--- src/rtl/frac_pkg.sv ---
// Shared types and constants for the fraction ALU.
`default_nettype none
package frac_pkg;
   localparam int OpW = 16;
   localparam int ProdW = 2 * OpW;
   localparam int NumW = ProdW + 1;
   localparam int DenW = 31;

   localparam logic [1:0] MODE_ADD = 2'd0;
   localparam logic [1:0] MODE_SUB = 2'd1;
   localparam logic [1:0] MODE_MUL = 2'd2;
   localparam logic [1:0] MODE_DIV = 2'd3;

   // raw signed pair handed from front to back
   typedef struct packed {
      logic            neg;
      logic [NumW-1:0] num_mag;
      logic [NumW-1:0] den_mag;
   } raw_type;
endpackage
`default_nettype wire

--- src/rtl/fraction_alu_with_reduction.sv ---
// Top level of the fraction ALU with GCD reduction.
//  channel   ports                       direction
//  request   req_push/req_full, fields   in
//  response  rsp_pop/rsp_empty, fields   out
// An item passes the front-end states MUL1, MUL2, SUM and OUT, then the queue. The back end
// then runs binary-GCD steps and two restoring divisions, numerator then denominator;
// a zero raw denominator skips both. The GCD loop and the divider set the rate;
// the front end and the two-entry queue take following items meanwhile. Reset is
// synchronous and empties everything. A held result stalls the back end first, then the
// queue and the front end, and req_full stays high until the result is popped.
`default_nettype none
module fraction_alu_with_reduction (
   input  wire                     clock,
   input  wire                     reset,
   input  wire                     req_push,
   output logic                    req_full,
   input  wire  [1:0]              req_mode,
   input  wire  [frac_pkg::OpW-1:0]  req_a_num,
   input  wire  [frac_pkg::OpW-1:0]  req_a_den,
   input  wire  [frac_pkg::OpW-1:0]  req_b_num,
   input  wire  [frac_pkg::OpW-1:0]  req_b_den,
   output logic                    rsp_empty,
   input  wire                     rsp_pop,
   output logic [frac_pkg::NumW-1:0] rsp_res_num,
   output logic [frac_pkg::DenW-1:0] rsp_res_den,
   output logic                    rsp_invalid
);
   import frac_pkg::*;
   raw_type f_raw, q_raw;
   logic f_valid, f_ready, q_valid, q_ready;

   frac_front u_front (
      .clock, .reset, .push(req_push), .full(req_full), .mode(req_mode),
      .a_num(req_a_num), .a_den(req_a_den), .b_num(req_b_num), .b_den(req_b_den),
      .raw_valid(f_valid), .raw_ready(f_ready), .raw(f_raw)
   );
   frac_queue u_queue (
      .clock, .reset, .wr_valid(f_valid), .wr_ready(f_ready), .wr_data(f_raw),
      .rd_valid(q_valid), .rd_ready(q_ready), .rd_data(q_raw)
   );
   frac_back u_back (
      .clock, .reset, .raw_valid(q_valid), .raw_ready(q_ready), .raw(q_raw),
      .rsp_empty, .rsp_pop, .res_num(rsp_res_num), .res_den(rsp_res_den),
      .invalid(rsp_invalid)
   );
endmodule
`default_nettype wire

--- src/rtl/frac_front.sv ---
// Front end: cross-multiplies operands into a signed raw numerator and denominator.
`default_nettype none
module frac_front (
   input  wire                    clock,
   input  wire                    reset,
   input  wire                    push,
   output logic                   full,
   input  wire  [1:0]             mode,
   input  wire  [frac_pkg::OpW-1:0] a_num,
   input  wire  [frac_pkg::OpW-1:0] a_den,
   input  wire  [frac_pkg::OpW-1:0] b_num,
   input  wire  [frac_pkg::OpW-1:0] b_den,
   output logic                   raw_valid,
   input  wire                    raw_ready,
   output frac_pkg::raw_type      raw
);
   import frac_pkg::*;

   localparam logic [2:0] ST_IDLE = 3'd0;
   localparam logic [2:0] ST_MUL1 = 3'd1;
   localparam logic [2:0] ST_MUL2 = 3'd2;
   localparam logic [2:0] ST_SUM  = 3'd3;
   localparam logic [2:0] ST_OUT  = 3'd4;

   logic [2:0] state_ff, state_in;
   logic [1:0] mode_ff;
   logic signed [OpW-1:0] an_ff, ad_ff, bn_ff, bd_ff;
   logic signed [ProdW:0] p1_ff, p2_ff, den_ff;
   logic signed [NumW:0] sum;
   logic signed [ProdW:0] mul_a, mul_b;

   assign full = state_ff != ST_IDLE;
   assign raw_valid = state_ff == ST_OUT;

   always_comb begin
      state_in = state_ff;
      case (state_ff)
         ST_IDLE: if (push) state_in = ST_MUL1;
         ST_MUL1: state_in = ST_MUL2;
         ST_MUL2: state_in = ST_SUM;
         ST_SUM:  state_in = ST_OUT;
         ST_OUT:  if (raw_ready) state_in = ST_IDLE;
         default: state_in = ST_IDLE;
      endcase
   end

   always_ff @(posedge clock) begin
      if (reset) begin
         state_ff <= ST_IDLE;
      end else begin
         state_ff <= state_in;
      end
   end

   // one multiplier pair per cycle, each registered
   always_comb begin
      mul_a = (ProdW+1)'(an_ff * bd_ff);
      mul_b = (ProdW+1)'(bn_ff * ad_ff);
      if (state_ff == ST_MUL2) begin
         mul_a = (ProdW+1)'(ad_ff * bd_ff);
         mul_b = (ProdW+1)'(an_ff * bn_ff);
         if (mode_ff == MODE_DIV) begin
            mul_a = (ProdW+1)'(ad_ff * bn_ff);
            mul_b = (ProdW+1)'(an_ff * bd_ff);
         end
      end
   end

   always_ff @(posedge clock) begin
      if (state_ff == ST_IDLE && push) begin
         mode_ff <= mode;
         an_ff <= a_num;
         ad_ff <= a_den;
         bn_ff <= b_num;
         bd_ff <= b_den;
      end
      if (state_ff == ST_MUL1) begin
         p1_ff <= mul_a;
         p2_ff <= mul_b;
      end
      if (state_ff == ST_MUL2) begin
         den_ff <= mul_a;
         if (mode_ff == MODE_MUL || mode_ff == MODE_DIV) begin
            p1_ff <= mul_b;
            p2_ff <= '0;
         end
      end
   end

   always_comb begin
      if (mode_ff == MODE_SUB) sum = (NumW+1)'(p1_ff) - (NumW+1)'(p2_ff);
      else if (mode_ff == MODE_ADD) sum = (NumW+1)'(p1_ff) + (NumW+1)'(p2_ff);
      else sum = (NumW+1)'(p1_ff);
   end

   always_ff @(posedge clock) begin
      if (state_ff == ST_SUM) begin
         raw.num_mag <= sum[NumW] ? NumW'(-sum) : sum[NumW-1:0];
         raw.den_mag <= den_ff[ProdW] ? NumW'(-den_ff) : NumW'(den_ff);
         raw.neg <= sum[NumW] ^ den_ff[ProdW];
      end
   end
endmodule
`default_nettype wire

--- src/rtl/frac_queue.sv ---
// Two-entry queue between front and back ends.
`default_nettype none
module frac_queue (
   input  wire                clock,
   input  wire                reset,
   input  wire                wr_valid,
   output logic               wr_ready,
   input  frac_pkg::raw_type  wr_data,
   output logic               rd_valid,
   input  wire                rd_ready,
   output frac_pkg::raw_type  rd_data
);
   import frac_pkg::*;
   raw_type mem_ff [2];
   logic wp_ff, rp_ff;
   logic [1:0] cnt_ff;
   logic wr, rd;

   assign wr_ready = cnt_ff != 2'd2;
   assign rd_valid = cnt_ff != 2'd0;
   assign rd_data = mem_ff[rp_ff];
   assign wr = wr_valid && wr_ready;
   assign rd = rd_valid && rd_ready;

   always_ff @(posedge clock) begin
      if (reset) begin
         wp_ff <= 1'b0;
         rp_ff <= 1'b0;
         cnt_ff <= 2'd0;
      end else begin
         if (wr) wp_ff <= ~wp_ff;
         if (rd) rp_ff <= ~rp_ff;
         cnt_ff <= cnt_ff + 2'(wr) - 2'(rd);
      end
   end

   always_ff @(posedge clock) begin
      if (wr) mem_ff[wp_ff] <= wr_data;
   end
endmodule
`default_nettype wire

--- src/rtl/frac_back.sv ---
// Back end: binary GCD, two restoring divisions and sign fix-up.
`default_nettype none
module frac_back (
   input  wire                   clock,
   input  wire                   reset,
   input  wire                   raw_valid,
   output logic                  raw_ready,
   input  frac_pkg::raw_type     raw,
   output logic                  rsp_empty,
   input  wire                   rsp_pop,
   output logic [frac_pkg::NumW-1:0] res_num,
   output logic [frac_pkg::DenW-1:0] res_den,
   output logic                  invalid
);
   import frac_pkg::*;
   localparam int CntW = $clog2(NumW + 1);

   localparam logic [2:0] ST_IDLE = 3'd0;
   localparam logic [2:0] ST_GCD  = 3'd1;
   localparam logic [2:0] ST_DIVN = 3'd2;
   localparam logic [2:0] ST_DIVD = 3'd3;
   localparam logic [2:0] ST_DONE = 3'd4;

   logic [2:0] state_ff;
   logic neg_ff;
   logic [NumW-1:0] nm_ff, dm_ff, u_ff, v_ff, g_ff, q_ff, qn_ff;
   logic [NumW:0] rem_ff;
   logic [CntW-1:0] sh_ff, bit_ff;
   logic [NumW-1:0] dividend;
   logic [NumW:0] trial;
   logic out_full_ff;
   logic [NumW-1:0] sgn_num;

   assign raw_ready = state_ff == ST_IDLE;
   assign rsp_empty = !out_full_ff;
   assign dividend = (state_ff == ST_DIVN) ? nm_ff : dm_ff;
   assign trial = {rem_ff[NumW-1:0], dividend[bit_ff]};
   assign sgn_num = (neg_ff && qn_ff != '0) ? -qn_ff : qn_ff;

   always_ff @(posedge clock) begin
      if (reset) begin
         state_ff <= ST_IDLE;
         out_full_ff <= 1'b0;
      end else begin
         // in ST_DONE the output register is handled by the load below
         if (rsp_pop && out_full_ff && state_ff != ST_DONE) out_full_ff <= 1'b0;
         case (state_ff)
            ST_IDLE: begin
               if (raw_valid) begin
                  neg_ff <= raw.neg;
                  nm_ff <= raw.num_mag;
                  dm_ff <= raw.den_mag;
                  u_ff <= raw.num_mag;
                  v_ff <= raw.den_mag;
                  sh_ff <= '0;
                  if (raw.den_mag == '0) begin
                     qn_ff <= '0;
                     q_ff <= '0;
                     state_ff <= ST_DONE;
                  end else if (raw.num_mag == '0) begin
                     g_ff <= raw.den_mag;
                     rem_ff <= '0;
                     bit_ff <= CntW'(NumW - 1);
                     state_ff <= ST_DIVN;
                  end else begin
                     state_ff <= ST_GCD;
                  end
               end
            end
            ST_GCD: begin
               // binary GCD, one step per cycle
               if (u_ff == v_ff) begin
                  g_ff <= u_ff << sh_ff;
                  rem_ff <= '0;
                  bit_ff <= CntW'(NumW - 1);
                  state_ff <= ST_DIVN;
               end else if (!u_ff[0] && !v_ff[0]) begin
                  u_ff <= u_ff >> 1;
                  v_ff <= v_ff >> 1;
                  sh_ff <= sh_ff + CntW'(1);
               end else if (!u_ff[0]) begin
                  u_ff <= u_ff >> 1;
               end else if (!v_ff[0]) begin
                  v_ff <= v_ff >> 1;
               end else if (u_ff > v_ff) begin
                  u_ff <= (u_ff - v_ff) >> 1;
               end else begin
                  v_ff <= (v_ff - u_ff) >> 1;
               end
            end
            ST_DIVN, ST_DIVD: begin
               if (bit_ff == '0) begin
                  rem_ff <= '0;
                  bit_ff <= CntW'(NumW - 1);
                  if (state_ff == ST_DIVN) begin
                     qn_ff <= {q_ff[NumW-2:0], trial >= {1'b0, g_ff}};
                     state_ff <= ST_DIVD;
                  end else begin
                     q_ff <= {q_ff[NumW-2:0], trial >= {1'b0, g_ff}};
                     state_ff <= ST_DONE;
                  end
               end else begin
                  bit_ff <= bit_ff - CntW'(1);
                  q_ff <= {q_ff[NumW-2:0], trial >= {1'b0, g_ff}};
                  if (trial >= {1'b0, g_ff}) begin
                     rem_ff <= trial - {1'b0, g_ff};
                  end else begin
                     rem_ff <= trial;
                  end
               end
            end
            ST_DONE: begin
               if (!out_full_ff || rsp_pop) begin
                  res_num <= sgn_num;
                  res_den <= q_ff[DenW-1:0];
                  invalid <= dm_ff == '0;
                  out_full_ff <= 1'b1;
                  state_ff <= ST_IDLE;
               end
            end
            default: state_ff <= ST_IDLE;
         endcase
      end
   end
endmodule
`default_nettype wire

--- config.mk ---
export PLATFORM = sky130hd
export DESIGN_NAME = fraction_alu_with_reduction
export DESIGN_NICKNAME = d
export VERILOG_FILES = /design/src/rtl/frac_pkg.sv /design/src/rtl/fraction_alu_with_reduction.sv /design/src/rtl/frac_front.sv /design/src/rtl/frac_queue.sv /design/src/rtl/frac_back.sv
export SDC_FILE = /design/constraint.sdc
export NUM_CORES = 2
export LEC_CHECK = 0
export ABC_AREA = 1
export BUFFER_PORTS_ARGS = -buffer_cell sky130_fd_sc_hd__clkbuf_2
export CAP_MARGIN = 10
export CORE_UTILIZATION = 60
export CTS_CLUSTER_DIAMETER = 60
export DETAILED_ROUTE_END_ITERATION = 7
export GPL_ROUTABILITY_DRIVEN = 0
export GPL_TIMING_DRIVEN = 0
export HOLD_SLACK_MARGIN = 0.03
export PLACE_DENSITY = 0.79
export SLEW_MARGIN = 30
export SYNTH_ARGS = -nofsm -noshare
export SYNTH_HDL_FRONTEND = slang
export SYNTH_HIERARCHICAL = 1
export SYNTH_SLANG_ARGS = --single-unit
--- constraint.sdc ---
create_clock -name clock -period 7.8 [get_ports clock]
set_input_delay 1.56 -clock clock [delete_from_list [all_inputs] [get_ports clock]]
set_output_delay 1.56 -clock clock [all_outputs]
set_load 0.01 [all_outputs]
Word level (Yosys, flattened, before mapping)
Memories as Yosys holds them, arrays and structs flattened. A register that Yosys moved wholly into a read port is not among the register bits.
Cells that the tools add are included.
- bits in latches: 0
- register bits: 584
- logic and storage cells: 209
- memory bits (writable): 134
- bits of input ports: 70
- output and inout port bits: 67
- memories: 1
- memory bits (read-only): 0
- reduce and logical (&&, ||, !) cells: 39
- shift-type cells: 1
- $add $sub $neg: 12
- bitwise logic cells: 4
- eq/ne operators: 31
- mux-type cells: 80
- div/mod/pow operators: 0
- order comparisons: 3
- $mul: 4
- memories (memory ; words ; bits a word ; read ports ; clocked after Yosys merged registers in ; write ports ; line ; source):
    u_queue.mem_ff ; 2 ; 67 ; 1 ; 1 ; 1 ; frac_queue.sv:14 ; raw_type mem_ff [2];
- operators by type and width (operator ; count):
    two-way mux 33 bit ; 39
    case mux 33 bit (2 select lines) ; 4
    multiplier 16 x 16 -> 32 bit ; 4
    zero test 33 bit ; 3
    negation 33 bit ; 3
    case mux 33 bit (3 select lines) ; 1
    subtractor 33 bit ; 3
    two-way mux 32 bit ; 3
    two-way mux 34 bit ; 2
    case mux 32 bit (2 select lines) ; 1
    two-way mux 6 bit ; 8
    adder 33 x 33 -> 34 bit ; 1
    greater-or-equal comparator 34 x 33 -> 1 bit ; 1
    subtractor 33 x 33 -> 34 bit ; 1
    == test 33 bit ; 1
    greater-than comparator 33 bit ; 1
    nonzero test 33 bit ; 1
    left shift 33 x 6 -> 33 bit ; 1
    AND reduction 6 bit ; 5
    two-way mux 3 bit ; 8
    case mux 6 bit (3 select lines) ; 1
    != test 2 x 1 -> 1 bit (second input constant) ; 8
    case mux 3 bit (5 select lines) ; 1
    AND reduction 5 bit ; 3
    other kinds (33) ; 70

Logic depth before layout (Yosys ltp)
- depth in word-level cells: 8
- gate-level depth with buffers: 31
- gate-level depth less buffers: 29

By module
The synthesis kept the hierarchy.
- modules (own cells, without submodules) (module ; area an instance (um^2) ; cells an instance ; times used ; sequential area each (um^2)):
    frac_front ; 57353.8 ; 7562 ; 1 ; 6356.1
    frac_back ; 23009.6 ; 2842 ; 1 ; 10319.9
    frac_queue ; 5191.2 ; 245 ; 1 ; 4124.0

Least setup slack after synthesis
Ideal clock, no wire load.
- path type: input port to flip-flop
- start point: input reset
- end point: register u_back.invalid, enable pin
- buffers on the path: 0
- cell stages on the path: 1
- required time: 7231 ps
- path slack: 1139 ps
- library setup time: 569 ps
- data arrival time: 6093 ps
- cells stage by stage: nor3_1
- word-level cells in the longest chain between the ends: 2
- RTL lines (element ; line ; source):
    start: declaration ; fraction_alu_with_reduction.sv:14 ; input wire reset,
    NOT 1 bit (no source line) ; n/a ;
    AND reduction 3 bit (no source line) ; n/a ;
    end signal: assignment ; frac_back.sv:116 ; invalid <= dm_ff == '0;
    end: declaration ; frac_back.sv:13 ; output logic invalid
Every way passes these cells.
A chain may end at the register's enable or synchronous reset.

Worst setup path after layout
- start point: register u_front.an_ff[4]
- end point: register u_front.p1_ff[26]
- word-level cells in the longest chain between the ends: 5
- elaborated cells on any way between the ends: 8
- those cells by class: 2 x mul; 6 x mux
- RTL lines (element ; line ; source):
    start: declaration ; frac_front.sv:27 ; logic signed [OpW-1:0] an_ff, ad_ff, bn_ff, bd_ff;
    start signal: assignment ; frac_front.sv:72 ; an_ff <= a_num;
    multiplier 16 x 16 -> 32 bit, on equally long branches ; frac_front.sv:57, frac_front.sv:64, frac_front.sv:61 ;
    two-way mux 33 bit, on equally long branches ; frac_front.sv:59, frac_front.sv:62 ;
    two-way mux 33 bit, on equally long branches ; frac_front.sv:77, frac_front.sv:59 ;
    two-way mux 33 bit ; frac_front.sv:83 ; if (mode_ff == MODE_MUL || mode_ff == MODE_DIV) begin
    two-way mux 33 bit * ; frac_front.sv:81 ; if (state_ff == ST_MUL2) begin
    end signal: assignment ; frac_front.sv:78 ; p1_ff <= mul_a;
    end signal: assignment ; frac_front.sv:84 ; p1_ff <= mul_b;
    end: declaration ; frac_front.sv:28 ; logic signed [ProdW:0] p1_ff, p2_ff, den_ff;
Every way passes the cells marked *; elsewhere a longest branch is shown, timed or not.

==> results.yml <==
logic_synthesis:
  synthTopCellsByArea: "fa_1, edfxtp_1, nand2_1"
  netlist_area_sq_mm: 0.08555
  ys_warn_count: 6
  syn_inst: 10649
  yosysTopAreaCell: "fa_1"
  avgSynthCellArea_sq_um: 8.034
  yosysUniqueCellTypes: 77
  seq_area_frac_synth_pct: 24.31
  synth_nets: 12274
  async_flop_share_pct: 0
  ys_ff_latch: 718
  yosys.area.top_type_share_pct: 24.64
  ys.flop_type: "edfxtp_1"
  synth_edf_count: 642
timing:
  maxSlewHeadroom_pct: 16.58
  worst_pin_slew_ns: 1.242
  fin_skew_ns: 0.06127
  fmax_mhz: 127.3
  finalMaxSlewViolations: 0
  min_period_ns: 7.853
  hold_violations: 0
  fin_ws_ns: -0.05305
  fin_crit_sh_pct: 100.7
  setup_viol: 3
  rsz0062_at_grt: "true"
detailed_routing:
  first_pass_iters: 8
  wl_microns: 291900
  routed_via_density: 5.967
  drt-initial-drc-count: 11842
  ant_nets: 0
  wl_per_cell_microns: 22.65
  drc: 754
  vias: 76908
floorplan:
  rows: 138
  fp.dieH_microns: 379.6
  core_sq_mm: 0.1416
  die_width_microns: 379.6
  ioPinCount: 137
  die_area_sq_mm: 0.1441
  start_util_pct: 60.43
critical_path:
  crit_type: "register to register"
  cp_cell_sequence: "clkbuf_1 -> nor2_1 -> fa_1 -> fa_1 -> fa_1 -> fa_1 -> fa_1 -> inv_1 -> fa_1 -> inv_1 -> ha_1 -> nand4_1 -> nor3_1 -> nand4_1 -> nand3_1 -> a21oi_1 -> o21ai_0 -> xor2_1 -> or2_2 -> nand3_1 -> a21oi_1"
  end_kind: "register"
  slowest_delay_ns: 0.83
  cp.arrival_ns: 8.45
  path_common_cell: "fa_1"
  worstPathMaxFanout: 10
  slowest_stage: "clkbuf_1"
  start_kind: "register"
  critPathRequiredTime_ns: 8.39
clock_tree:
  clockRootBuffer: "clkbuf_16"
  clock_sinks: 718
  cts.path.max_buffers: 3
  cts-buffers-inserted: 85
  htreeDepth: 3
  holdBufCountCts: 0
  clkLatencyLatePin_ns: 0.74
  path_clk_slew_ns: 0.06
  cts_tree: "yes"
placement:
  placed_area_sq_mm: 0.08929
  io_buffers: 136
  dp_hpwl_microns: 234700
cells_and_area:
  drive_above_1_share_pct: 6.935
  stdcell_area_sq_mm: 0.09250
  nNetsFinal: 12540
  syn2layout_area_growth_pct: 8.114
  final_common_cell: "nand2_1"
  post-route-util_pct: 65.33
  layout_common_cells: "nand2_1, inv_1, fa_1, edfxtp_1, nor2_1"
global_route:
  grt_first_pass_wirelength_microns: 440200
  grtUsageTotal_pct: 40.45
  antenna_found_initial: 20
  grt_overflow: 0
  grt_max_degree: 51
  grt_pass1_vias: 77107
outcome:
  status: "finished, violations left"
  violations: "DRC, setup timing"
run:
  cap_violations: 0
min_path:
  hold_path_class: "register to register"
per-layer routing:
layer  wire length (microns)  vias to the layer above  GRT usage (%)
met1                   97060                    35845          47.74
met2                  120600                     6128          59.59
met5                     442                        -         0.1984
met3                   45040                     1828          15.76
met4                   28790                       24          30.46
li1                        -                    33083              -
sequential cells by signal, indices dropped and copies added (netlist names), 3 cells and up, named ones only:
name              flops
u_queue/mem_ff      134
u_front/raw          67
u_back/dm_ff         33
u_back/g_ff          33
u_back/nm_ff         33
u_back/qn_ff         33
u_back/rem_ff        33
u_back/res_num       33
u_back/u_ff          33
u_back/v_ff          33
u_front/p1_ff        33
u_back/q_ff          32
u_front/den_ff       32
u_back/res_den       31
u_front/p2_ff        31
u_front/ad_ff        16
u_front/an_ff        16
u_front/bd_ff        16
u_front/bn_ff        16
u_back/bit_ff         6
u_back/sh_ff          6
u_back/state_ff       3
u_front/state_ff      3
through the flow:
step | cells | hold WS [ns] | setup TNS, ns | worst slack [ns]
after detailed placement | 12711 | 0.4304 | -1.427 | -0.2199
after global routing | 12878 | 0.4043 | -0.07329 | -0.05035
after CTS | 12867 | 0.3911 | 0 | 0.02969
after floorplan | 10649 | 0.4215 | 0 | 1.139
after global placement | 12675 | 0.4243 | -111.81 | -1.699
final | 12888 | 0.3882 | -0.09718 | -0.05305
worst max-delay path: cells and delay by family, from the launching register on:
family                     cells  cell delay, ns
DFF                            1            0.67
adders and majority gates      7            3.46
AOI/OAI and AO/OA              3            0.72
xor gates and xnor gates       1            0.49
and+or+nand+nor                7            1.41
buffers and inverters          3            0.94
cells in the mapped netlist, drive strengths merged, types with 90 or more instances:
master  instances
nor2          660
buf           100
ha            502
xor2          172
o21ai         477
a21oi         444
inv          2524
nand3         412
nand2        2592
edfxtp        642
clkbuf        284
fa           1053
nand4          90
cell type report:
| class | instances | area, sq um |
|---|---|---|
| Timing Repair Buffer | 182 | 1421 |
| Inverter | 2537 | 9533 |
| Fill cell | 11537 | 49090 |
| Buffer | 381 | 1733 |
| Antenna cell | 11 | 27.53 |
| Multi-Input combinational cell | 7010 | 53680 |
| Clock inverter | 61 | 737.0 |
| Sequential cell | 718 | 20800 |
| Tap cell | 1890 | 2365 |
| Clock buffer | 98 | 2197 |
timing repair:
item                       CTS  global route
setup endpoints to repair   15            28
buffers inserted             0             9
resized for setup            5           120
cell families after synthesis:
family                   Yosys count  share of synthesized area, %
AO/OA/AOI/OAI                   1154                         7.473
AND/OR/NAND/NOR                 3953                         19.25
other                              1                      0.004383
multiplexers                      87                         1.247
XOR/XNOR                         260                         2.662
adder cells (fa/ha/maj)         1555                         31.98
buffers and inverters           2921                         13.07
flip-flops                       718                         24.31
final timing paths:
check	endpoint	cells past startpoint	start	slack [ns]
worst max-delay path	u_front/p1_ff[26]$_DFF_P_	21	u_front/an_ff[4]$_DFFE_PP_	-0.05
worst min-delay path	u_queue/mem_ff[0][6]$_DFFE_PP_	0	u_front/raw[6]$_DFFE_PP_	0.39
worst max register to register	u_front/p1_ff[26]$_DFF_P_	21	u_front/an_ff[4]$_DFFE_PP_	-0.05
worst min register to register	u_queue/mem_ff[0][6]$_DFFE_PP_	0	u_front/raw[6]$_DFFE_PP_	0.39
Power is not shown: default switching activity piles up to over one toggle a cycle in this logic, so the estimate is an artifact.
